File: config.mk
export PLATFORM = sky130hd
export DESIGN_NAME = sdst_decay
export DESIGN_NICKNAME = d
export VERILOG_FILES = /design/src/sdst_pkg.sv /design/src/sdst_decay.sv
export SDC_FILE = /design/constraint.sdc
export NUM_CORES = 2
export LEC_CHECK = 0
export BUFFER_PORTS_ARGS = -buffer_cell sky130_fd_sc_hd__buf_2
export CAP_MARGIN = 20
export CORE_ASPECT_RATIO = 0.9
export CORE_UTILIZATION = 28
export DETAILED_ROUTE_END_ITERATION = 10
export GPL_TIMING_DRIVEN = 1
export PLACE_DENSITY = 0.5
export SYNTH_ARGS = -nofsm -noshare
export SYNTH_HDL_FRONTEND = slang
export SYNTH_SLANG_ARGS = --single-unit
File: constraint.sdc
create_clock -name clk -period 21.7 [get_ports clk]
set_input_delay 4.34 -clock clk [delete_from_list [all_inputs] [get_ports clk]]
set_output_delay 4.34 -clock clk [all_outputs]
set_load 0.03 [all_outputs]
File: src/sdst_pkg.sv
// Shared types, codes and constants of the saliency decay slot table.
`timescale 1ns / 1ps
package sdst_pkg;

  localparam int SLOTS  = 16;
  localparam int SLOT_W = $clog2(SLOTS);

  localparam logic [16:0] ONE_Q16      = 17'd65536;
  localparam logic [31:0] EXP_NEG1_Q32 = 32'd1580030169;
  localparam logic [3:0]  TAYLOR_LAST  = 4'd12;

  // Input actions.
  localparam logic [3:0] ACT_ADD    = 4'd0;
  localparam logic [3:0] ACT_ACCESS = 4'd1;
  localparam logic [3:0] ACT_REMOVE = 4'd2;
  localparam logic [3:0] ACT_FIND   = 4'd3;
  localparam logic [3:0] ACT_UPDATE = 4'd4;
  localparam logic [3:0] ACT_DECAY  = 4'd5;
  localparam logic [3:0] ACT_TOPK   = 4'd6;
  localparam logic [3:0] ACT_ABOVE  = 4'd7;
  localparam logic [3:0] ACT_STATS  = 4'd8;

  // Result status codes.
  localparam logic [1:0] STAT_OK      = 2'd0;
  localparam logic [1:0] STAT_FULL    = 2'd1;
  localparam logic [1:0] STAT_MISSING = 2'd2;
  localparam logic [1:0] STAT_EMPTY   = 2'd3;

  // Configuration register indexes.
  localparam logic [1:0] REG_DECAY_RATE = 2'd0;
  localparam logic [1:0] REG_DROP_THR   = 2'd1;
  localparam logic [1:0] REG_BOOST      = 2'd2;
  localparam logic [1:0] REG_SLOTS      = 2'd3;

  typedef enum logic [2:0] {
    C_IDLE, C_WORK, C_DWAIT, C_APPLY, C_TALLY, C_PICK, C_OUT
  } ctl_state_t;

  typedef enum logic [2:0] {
    D_IDLE, D_X, D_MUL, D_DIV, D_FIX, D_POW, D_FIN
  } dec_state_t;

  // One decay request for a single slot.
  typedef struct packed {
    logic [15:0] rate;
    logic [31:0] dt;
    logic [16:0] base;
  } dec_req_t;

  // Rounded-up 2^34 / k for the Taylor term division, k from 1 to 12.
  function automatic logic [34:0] recip(input logic [3:0] k);
    logic [34:0] r;
    unique case (k)
      4'd1:    r = 35'd17179869184;
      4'd2:    r = 35'd8589934592;
      4'd3:    r = 35'd5726623062;
      4'd4:    r = 35'd4294967296;
      4'd5:    r = 35'd3435973837;
      4'd6:    r = 35'd2863311531;
      4'd7:    r = 35'd2454267027;
      4'd8:    r = 35'd2147483648;
      4'd9:    r = 35'd1908874354;
      4'd10:   r = 35'd1717986919;
      4'd11:   r = 35'd1561806290;
      4'd12:   r = 35'd1431655766;
      default: r = 35'd0;
    endcase
    return r;
  endfunction

endpackage

File: src/sdst_decay.sv
// Iterative exp decay unit: one shared multiplier stepped by a small sequencer.
`timescale 1ns / 1ps
module sdst_decay (
  input  logic              clk,
  input  logic              rst_n,
  input  logic              start,
  input  sdst_pkg::dec_req_t req,
  output logic              done,
  output logic [16:0]       cur
);

  sdst_pkg::dec_state_t st_r, st_nxt;

  logic [15:0] rate_r;
  logic [31:0] dt_r;
  logic [16:0] base_r;
  logic [31:0] f_r;
  logic [3:0]  whole_r;
  logic [32:0] term_r;
  logic [31:0] p_r;
  logic [32:0] q_r;
  logic [33:0] pos_r;
  logic [33:0] neg_r;
  logic [3:0]  k_r;
  logic [32:0] e_r;
  logic [3:0]  cnt_r;
  logic [16:0] cur_r;
  logic        done_r;

  logic [32:0] ma;
  logic [34:0] mb;
  logic [67:0] prod;
  logic        big;
  logic [32:0] qc;
  logic [33:0] pos_n;
  logic [33:0] neg_n;
  logic [67:0] rnd;

  // Next state.
  always_comb begin
    st_nxt = st_r;
    unique case (st_r)
      sdst_pkg::D_IDLE: if (start) st_nxt = sdst_pkg::D_X;
      sdst_pkg::D_X:    st_nxt = big ? sdst_pkg::D_FIN : sdst_pkg::D_MUL;
      sdst_pkg::D_MUL:  st_nxt = sdst_pkg::D_DIV;
      sdst_pkg::D_DIV:  st_nxt = sdst_pkg::D_FIX;
      sdst_pkg::D_FIX: begin
        st_nxt = (k_r == sdst_pkg::TAYLOR_LAST) ? sdst_pkg::D_POW : sdst_pkg::D_MUL;
      end
      sdst_pkg::D_POW:  if (cnt_r == whole_r) st_nxt = sdst_pkg::D_FIN;
      sdst_pkg::D_FIN:  st_nxt = sdst_pkg::D_IDLE;
      default:          st_nxt = sdst_pkg::D_IDLE;
    endcase
  end

  // Operand selection for the shared multiplier.
  always_comb begin
    ma = 33'd0;
    mb = 35'd0;
    unique case (st_r)
      sdst_pkg::D_X: begin
        ma = {1'b0, dt_r};
        mb = {19'd0, rate_r};
      end
      sdst_pkg::D_MUL: begin
        ma = term_r;
        mb = {3'd0, f_r};
      end
      sdst_pkg::D_DIV: begin
        ma = {1'b0, p_r};
        mb = sdst_pkg::recip(k_r);
      end
      sdst_pkg::D_FIX: begin
        ma = q_r;
        mb = {31'd0, k_r};
      end
      sdst_pkg::D_POW: begin
        ma = e_r;
        mb = {3'd0, sdst_pkg::EXP_NEG1_Q32};
      end
      sdst_pkg::D_FIN: begin
        ma = e_r;
        mb = {18'd0, base_r};
      end
      default: begin
        ma = 33'd0;
        mb = 35'd0;
      end
    endcase
  end

  assign prod  = {35'd0, ma} * {33'd0, mb};
  assign big   = |prod[47:20];
  // The reciprocal estimate may be one too high; take it back if so.
  assign qc    = (prod > {36'd0, p_r}) ? (q_r - 33'd1) : q_r;
  assign pos_n = k_r[0] ? pos_r : (pos_r + {1'b0, qc});
  assign neg_n = k_r[0] ? (neg_r + {1'b0, qc}) : neg_r;
  assign rnd   = prod + 68'h0_8000_0000;

  always_ff @(posedge clk) begin
    if (!rst_n) begin
      st_r   <= sdst_pkg::D_IDLE;
      done_r <= 1'b0;
    end else begin
      st_r   <= st_nxt;
      done_r <= (st_r == sdst_pkg::D_FIN);
    end
  end

  // Datapath registers.
  always_ff @(posedge clk) begin
    unique case (st_r)
      sdst_pkg::D_IDLE: begin
        if (start) begin
          rate_r <= req.rate;
          dt_r   <= req.dt;
          base_r <= req.base;
        end
      end
      sdst_pkg::D_X: begin
        whole_r <= prod[19:16];
        f_r     <= {prod[15:0], 16'd0};
        term_r  <= {1'b1, 32'd0};
        pos_r   <= {2'b01, 32'd0};
        neg_r   <= 34'd0;
        k_r     <= 4'd1;
        cnt_r   <= 4'd0;
        if (big) e_r <= 33'd0;
      end
      sdst_pkg::D_MUL: p_r <= prod[63:32];
      sdst_pkg::D_DIV: q_r <= prod[66:34];
      sdst_pkg::D_FIX: begin
        term_r <= qc;
        pos_r  <= pos_n;
        neg_r  <= neg_n;
        k_r    <= k_r + 4'd1;
        if (k_r == sdst_pkg::TAYLOR_LAST) e_r <= pos_n[32:0] - neg_n[32:0];
      end
      sdst_pkg::D_POW: begin
        if (cnt_r != whole_r) begin
          e_r   <= prod[64:32];
          cnt_r <= cnt_r + 4'd1;
        end
      end
      sdst_pkg::D_FIN: cur_r <= rnd[48:32];
      default: ;
    endcase
  end

  assign done = done_r;
  assign cur  = cur_r;

endmodule

# Yosys cells after proc, flatten, opt, wreduce, memory -nomap -nowiden
# Memory sizes are Yosys's and may differ from the RTL's. A register that Yosys moved wholly into a read port is not among the register bits.
# Cells that the tools add are included.
classes:
  add_sub_neg: 7
  multipliers: 1
  n_lt_le_gt_ge: 1
  eq_ne: 16
  n_mux: 21
  n_reduce_logical: 12
ops:
  columns: ["operator", "n"]
  rows:
  - ["$pmux W35 S6", 1]
  - ["$pmux W33 S5", 1]
  - ["$pmux W34 S2", 2]
  - ["$mux W33", 4]
  - ["$pmux W33 S3", 1]
  - ["$add A34 B33 Y34", 2]
  - ["$gt A68 B32 Y1", 1]
  - ["$mul A33 B35 Y68", 1]
  - ["$mux W34", 2]
  - ["$pmux W33 S2", 1]
  - ["$add A49 B32 Y49 const B", 1]
  - ["$sub A33 B1 Y33 const B", 1]
  - ["$sub A33 B33 Y33", 1]
  - ["$reduce_or A28 Y1", 1]
  - ["$pmux W3 S6", 1]
  - ["$pmux W4 S2", 2]
  - ["$ne A2 B2 Y1 const B", 7]
  - ["$mux W3", 4]
  - ["$reduce_and A2 Y1", 5]
  - ["$eq A3 B3 Y1 const B", 3]
  - ["$add A4 B1 Y4 const B", 2]
  - ["$mux W4", 2]
  - ["$eq A3 B2 Y1 const B", 2]
  - ["$eq A4 B4 Y1", 1]
  - ["other kinds (8)", 9]
word_totals:
  register_bits: 313
  mem_bits_ro: 560
  out_inout_bits: 18
  mem_count: 1
mem_list:
  columns: ["name", "words", "word_bits", "read_ports", "rd_ports_with_merged_regs", "wr", "line", "rtl"]
  rows:
  - ["(name not given)", 16, 35, 1, 1, 0, "sdst_pkg.sv:53", "unique case (k)"]

# Logic depth before layout (Yosys ltp)
logic_depth:
  word_depth: 11
  ltp_mapped: 79
  ltp_nobuf: 73

# Least setup slack after synthesis
# OpenSTA, ideal clock, no wires.
synth_timing:
  kind: "register to register"
  start: "register st_r[1]"
  end: "register e_r[31], data pin"
  setup_ns: 0.269
  arrival_ns: 17.145
  required_ns: 21.431
  setup_slack_ns: 4.286
  stages_incl_launch_ff: 67
  period_less_slack_ns: 17.414
  cell_sequence: "dfxtp_1 > clkbuf_1 > nor2b_1 > and2_1 > clkbuf_1 > buf_1 > buf_1 > clkbuf_1 > a22oi_1 > nor2_1 > fa_1 > inv_1 > fa_1 > fa_1 > fa_1 > inv_1 > fa_1 > inv_1 > [31 not listed] > a211oi_1 > or3_1 > a21o_1 > a21o_1 > a21o_1 > a21oi_1 > xnor2_1 > mux2i_1 > ha_1 > a21oi_1 > nand3_1 > o211a_1 > o31ai_1 > a31oi_1 > or4_1 > a31oi_1 > xor2_1 > o21ai_0"
synth_between:
  elab_chain_cells: 11
  word_cells_on_any_way: 20
  cone_classes: "add/sub (3); mul (1); order compare (1); eq/ne (6); mux (8); reduce/logical (1)"
synth_rtl:
  columns: ["element", "line", "rtl"]
  rows:
  - ["start: declaration", "sdst_decay.sv:12", "sdst_pkg::dec_state_t st_r, st_nxt;"]
  - ["start signal: assignment", "sdst_decay.sv:102", "st_r <= sdst_pkg::D_IDLE;"]
  - ["start signal: assignment", "sdst_decay.sv:105", "st_r <= st_nxt;"]
  - ["$eq A3 B3 Y1", "sdst_decay.sv:60", "unique case (st_r)"]
  - ["$reduce_or A2 Y1 (no source line)", null, null]
  - ["$pmux W33 S5", "sdst_decay.sv:60", null]
  - ["$mul A33 B35 Y68 *", "sdst_decay.sv:92", "assign prod = {35'd0, ma} * {33'd0, mb};"]
  - ["$gt A68 B32 Y1 *", "sdst_decay.sv:95", "assign qc = (prod > {36'd0, p_r}) ? (q_r - 33'd1) : q_r;"]
  - ["$mux W33 *", "sdst_decay.sv:95", null]
  - ["named net qc[0]", "sdst_decay.sv:34", "logic [32:0] qc;"]
  - ["$add A34 B33 Y34 (on tied branches)", "sdst_decay.sv:96, sdst_decay.sv:97", null]
  - ["$mux W34 (on tied branches)", "sdst_decay.sv:96, sdst_decay.sv:97", null]
  - ["$sub A33 B33 Y33 *", "sdst_decay.sv:137", "if (k_r == sdst_pkg::TAYLOR_LAST) e_r <= pos_n[32:0] - neg_n[32:0];"]
  - ["$mux W33 *", "sdst_decay.sv:137", null]
  - ["$pmux W33 S3 *", "sdst_decay.sv:112", "unique case (st_r)"]
  - ["end signal: assignment", "sdst_decay.sv:137", null]
  - ["end signal: assignment", "sdst_decay.sv:141", "e_r <= prod[64:32];"]
  - ["end: declaration", "sdst_decay.sv:25", "logic [32:0] e_r;"]
# Mark *: on every way through the listed nets, which the timed path passes. The rest lies on a longest branch. The select of a mux whose other input is x is not followed.
# A chain may end at the register's enable or synchronous reset.

# Worst setup path after layout
layout_timing:
  start: "register st_r[1]"
  end: "register e_r[31], data pin"
layout_between:
  elab_chain_cells: 11
  word_cells_on_any_way: 20
  cone_classes: "add/sub (3); mul (1); order compare (1); eq/ne (6); mux (8); reduce/logical (1)"
layout_rtl:
  columns: ["element", "line", "rtl"]
  rows:
  - ["$eq A3 B3 Y1", "sdst_decay.sv:60", null]
  - ["$reduce_or A2 Y1 (no source line)", null, null]
  - ["$pmux W33 S5", "sdst_decay.sv:60", null]
  - ["$mul A33 B35 Y68 *", "sdst_decay.sv:92", null]
  - ["$gt A68 B32 Y1 *", "sdst_decay.sv:95", null]
  - ["$mux W33 *", "sdst_decay.sv:95", null]
  - ["named net qc[0]", "sdst_decay.sv:34", null]
  - ["$add A34 B33 Y34 *", "sdst_decay.sv:96", "assign pos_n = k_r[0] ? pos_r : (pos_r + {1'b0, qc});"]
  - ["$mux W34 *", "sdst_decay.sv:96", null]
  - ["named net pos_n[12]", "sdst_decay.sv:35", "logic [33:0] pos_n;"]
  - ["$sub A33 B33 Y33 *", "sdst_decay.sv:137", null]
  - ["$mux W33 *", "sdst_decay.sv:137", null]
  - ["$pmux W33 S3 *", "sdst_decay.sv:112", null]
# Marked as above.

==> results.toml <==
[cts]
cts.clk_slew.worst_paths_ns = 0.06
htree_levels = 2
clock_tree.buffer_depth = 3
cts_root_buffer = "sky130_fd_sc_hd__clkbuf_16"
tritoncts_buffers = 43
number_of_sinks_driven_by_the_clock_tree = 335
number_of_instances_resized_during_post_cts_repair = 0
cts_setup_buffers = 0
ctsHoldBuffers = 0
tritoncts = "built"
clock_latency_ns = 0.64

[die]
die_footprint_um2 = 205000
floorplan.core_area_um2 = 201000
die_height_um = 429
die_width_um = 477
placementRows = 156
ios = 86
initial_util = 0.282

[setup_path]
reg2reg_to = "e_r[31]"
reg2reg_slack_ns = 2.17
critical_path.endpoint_type = "flip-flop"
slowest_stage_delay_on_critical_path_ns = 0.83
setup.worst_path.start_class = "flip-flop"
cp_data_required_time_ns = 22.01
cp_common_cell = "sky130_fd_sc_hd__fa_1"
r2r-start = "st_r[1]"
setup.worst_path.class = "reg -> reg"
cpMaxStageDelayCell = "sky130_fd_sc_hd__o311ai_0"
timing.reg2reg.worst_path_depth = 58
critical_path.max_fanout = 32
worst-endpoint-arrival_ns = 19.83

[yosys]
area_share_of_and_or_nand_nor_cells_after_synthesis = 0.151
async_flop_share = 0
synth_xor_xnor_area_share = 0.0287
synth.avg_cell_area_um2 = 9.07
synth_warnings = 0
synth-seq-cells = 335
combinational_family_with_the_most_area_after_synthesis = "adder cells"
synth-seq-area-share = 0.172
synth-edff-count = 307
syn-instance-count = 6261
syn-cell-area_um2 = 56800
synth_compound_area_frac = 0.0922
post_synth_mux_area_share = 0.00766
yosys.cell_types.count = 95
synth-adder-area-share = 0.450
synth_ff_type = "sky130_fd_sc_hd__edfxtp_1"

[pwr]
worst_ir_drop_vdd_uv = 74.8
post-layout-total-power_uw = 5870
total_leakage_power_uw = 0.0275
p_per_area_nw_per_um2 = 94.4

[global_routing]
overflow = 0
grt_antenna_before_repair = 10
first_global_vias = 45882
globalRouteTotalUtil = 0.202
grt_pass1_wl_um = 309000
grt_max_degree = 70

[timing]
post-route-min-period_ns = 19.53
rsz0062_at_grt = "no"
setup_viol = 0
tightest_slew_ns = 1.30
setup_slack_ns = 2.17
finClkSkew_ns = 0.0556
tns_ns = 0
final-max-slew-violation-count = 0
relSlewSlack = 0.134
finalCritPeriodShare = 0.900
max_freq_ghz = 0.0512
timing.final.hold_violations = 0

[final_layout]
finalNonFillerCells = 8953
area_growth_pct = 9.42
design.final.nets = 7729
drive_above_1_share = 0.0570

[min_path]
min_delay_path_depth = 2
worstHoldStart = "neg_r[25]"
timing.hold.worst_endpoint = "neg_r[25]"
worst_hold_path_type = "reg -> reg"

[detailed_routing]
routed_wire_length_per_instance_um = 23.0
routed_wirelength_um = 206000
dr_total_vias = 44707
detailedRoute.firstIterationViolations = 4045
via_per_inst = 4.99
postRouteAntennaNets = 0
first_pass_detailed_route_iteration_total = 6
remaining_drc_errors = 0

[run_status]
run_status = "complete, no violations"

[place]
dp_cells = 8870
detailed_place_hpwl_um = 165000
post-place-ws_ns = 2.44
portBuffers = 85
globalplace.congestion = 0.951

[flow_run]
max_cap_viol_count = 0
-- worst max path at each step --
stage / startpoint / endpoint / slack, ns / cells after the start
global placement: st_r[1] / e_r[31] / 2.65 / 64
detailed placement: st_r[1] / e_r[31] / 2.44 / 61
floorplan: st_r[1] / e_r[31] / 4.29 / 66
finish: st_r[1] / e_r[31] / 2.17 / 58
global route: st_r[1] / e_r[32] / 0.98 / 68
CTS: st_r[1] / e_r[31] / 2.33 / 61
-- metal layers --
layer / routed length (µm) / track usage / vias up
li1: - / - / 19630
met1: 94300 / 0.294 / 23072
met2: 88800 / 0.307 / 1743
met3: 15000 / 0.0268 / 258
met4: 7760 / 0.0651 / 4
met5: 20 / 0 / -
-- report_power, final --
part / switching (µW) / internal, µW
logic: 2820 / 1330
clock network: 321 / 436
registers: 66.2 / 896
total: 3200 / 2660
-- metrics by stage --
stage,utilization,hold slack [ns],cell area (µm²)
6_report,0.309,0.641,62200
5_1_grt,0.309,0.668,62200
4_1_cts,0.308,0.641,62100
3_5_place_dp,0.301,0.632,60600
3_3_place_gp,0.301,0.625,60600
2_1_floorplan,-,0.583,56800
-- sequential cells by signal, summed over array words and instances (netlist names), named ones only --
name,count
base_r,17
cnt_r,4
cur,17
done,1
dt_r,32
e_r,33
f_r,16
k_r,4
neg_r,33
p_r,32
pos_r,33
q_r,33
rate_r,16
st_r,3
term_r,33
whole_r,4
-- worst max-delay path, delay by kind of cell (launching register included) --
family	cells	cell delay, ns
xor+xnor	4	1.06
buf+inv	6	1.04
fa+ha+maj	13	5.92
simple gates	18	5.32
compound gates	17	5.34
flops	1	0.48
-- layout by cell type (no fill, tap or decap), types with 19 or more instances in the layout --
master and n:
sky130_fd_sc_hd__a211oi_1 19, sky130_fd_sc_hd__a21o_1 95, sky130_fd_sc_hd__a21oi_1 194, sky130_fd_sc_hd__a22o_1 21, sky130_fd_sc_hd__a22oi_1 77, sky130_fd_sc_hd__a31oi_1 26, sky130_fd_sc_hd__and2_1 79, sky130_fd_sc_hd__and3_1 50
sky130_fd_sc_hd__buf_2 85, sky130_fd_sc_hd__buf_4 132, sky130_fd_sc_hd__clkbuf_16 44, sky130_fd_sc_hd__dfxtp_1 28, sky130_fd_sc_hd__edfxtp_1 307, sky130_fd_sc_hd__fa_1 1023, sky130_fd_sc_hd__ha_1 405, sky130_fd_sc_hd__inv_1 1183
sky130_fd_sc_hd__mux2i_1 39, sky130_fd_sc_hd__nand2_1 964, sky130_fd_sc_hd__nand2b_1 33, sky130_fd_sc_hd__nand3_1 75, sky130_fd_sc_hd__nand4_1 32, sky130_fd_sc_hd__nor2_1 581, sky130_fd_sc_hd__nor2b_1 22, sky130_fd_sc_hd__nor3_1 50
sky130_fd_sc_hd__o21a_1 38, sky130_fd_sc_hd__o21ai_0 139, sky130_fd_sc_hd__o21bai_1 20, sky130_fd_sc_hd__or3_1 19, sky130_fd_sc_hd__xnor2_1 122, sky130_fd_sc_hd__xor2_1 64
-- final cells by class --
type | instances | area (µm²)
flip-flops and latches | 335 | 9780
well taps | 2686 | 3360
inverters | 1184 | 4450
clock buffers | 54 | 1140
repair buffers | 222 | 1540
clock inverters | 23 | 300
fillers | 21162 | 139000
multi-input cells | 4447 | 41600
diodes | 2 | 5.00
-- cell usage after synthesis, types with 6 or more instances --
library cell | count | area, µm²
sky130_fd_sc_hd__a2111oi_0 | 8 | 70.1
sky130_fd_sc_hd__a211oi_1 | 19 | 143
sky130_fd_sc_hd__a21boi_0 | 7 | 52.6
sky130_fd_sc_hd__a21o_1 | 96 | 721
sky130_fd_sc_hd__a21oi_1 | 199 | 996
sky130_fd_sc_hd__a221oi_1 | 7 | 61.3
sky130_fd_sc_hd__a22o_1 | 25 | 219
sky130_fd_sc_hd__a22oi_1 | 80 | 601
sky130_fd_sc_hd__a31oi_1 | 26 | 163
sky130_fd_sc_hd__and2_1 | 80 | 500
sky130_fd_sc_hd__and3_1 | 52 | 325
sky130_fd_sc_hd__buf_1 | 16 | 60.1
sky130_fd_sc_hd__buf_2 | 9 | 45.0
sky130_fd_sc_hd__clkbuf_1 | 268 | 1010
sky130_fd_sc_hd__dfxtp_1 | 28 | 561
sky130_fd_sc_hd__edfxtp_1 | 307 | 9220
sky130_fd_sc_hd__fa_1 | 1023 | 20500
sky130_fd_sc_hd__ha_1 | 405 | 5070
sky130_fd_sc_hd__inv_1 | 1184 | 4440
sky130_fd_sc_hd__mux2i_1 | 39 | 390
sky130_fd_sc_hd__nand2_1 | 965 | 3620
sky130_fd_sc_hd__nand2b_1 | 33 | 206
sky130_fd_sc_hd__nand3_1 | 77 | 385
sky130_fd_sc_hd__nand4_1 | 32 | 200
sky130_fd_sc_hd__nor2_1 | 583 | 2190
sky130_fd_sc_hd__nor2b_1 | 22 | 138
sky130_fd_sc_hd__nor3_1 | 51 | 255
sky130_fd_sc_hd__nor4_1 | 16 | 100
sky130_fd_sc_hd__o2111ai_1 | 6 | 52.6
sky130_fd_sc_hd__o211ai_1 | 10 | 75.1
sky130_fd_sc_hd__o21a_1 | 38 | 285
sky130_fd_sc_hd__o21ai_0 | 144 | 721
sky130_fd_sc_hd__o21ai_1 | 15 | 75.1
sky130_fd_sc_hd__o21bai_1 | 20 | 150
sky130_fd_sc_hd__o22ai_1 | 11 | 68.8
sky130_fd_sc_hd__o31a_1 | 6 | 52.6
sky130_fd_sc_hd__o31ai_1 | 11 | 82.6
sky130_fd_sc_hd__or2_2 | 14 | 87.6
sky130_fd_sc_hd__or3_1 | 19 | 119
sky130_fd_sc_hd__or4_1 | 14 | 105
sky130_fd_sc_hd__xnor2_1 | 122 | 1070
sky130_fd_sc_hd__xor2_1 | 64 | 561
-- cell families after synthesis --
logic type | count (synthesis)
and+or+nand+nor | 1993
buffers and inverters | 1480
adders and majority gates | 1428
AOI/OAI and AO/OA | 794
DFF | 335
xor gates and xnor gates | 186
muxes | 43
other | 2
Note: power is estimated with default switching activity, not from simulation.
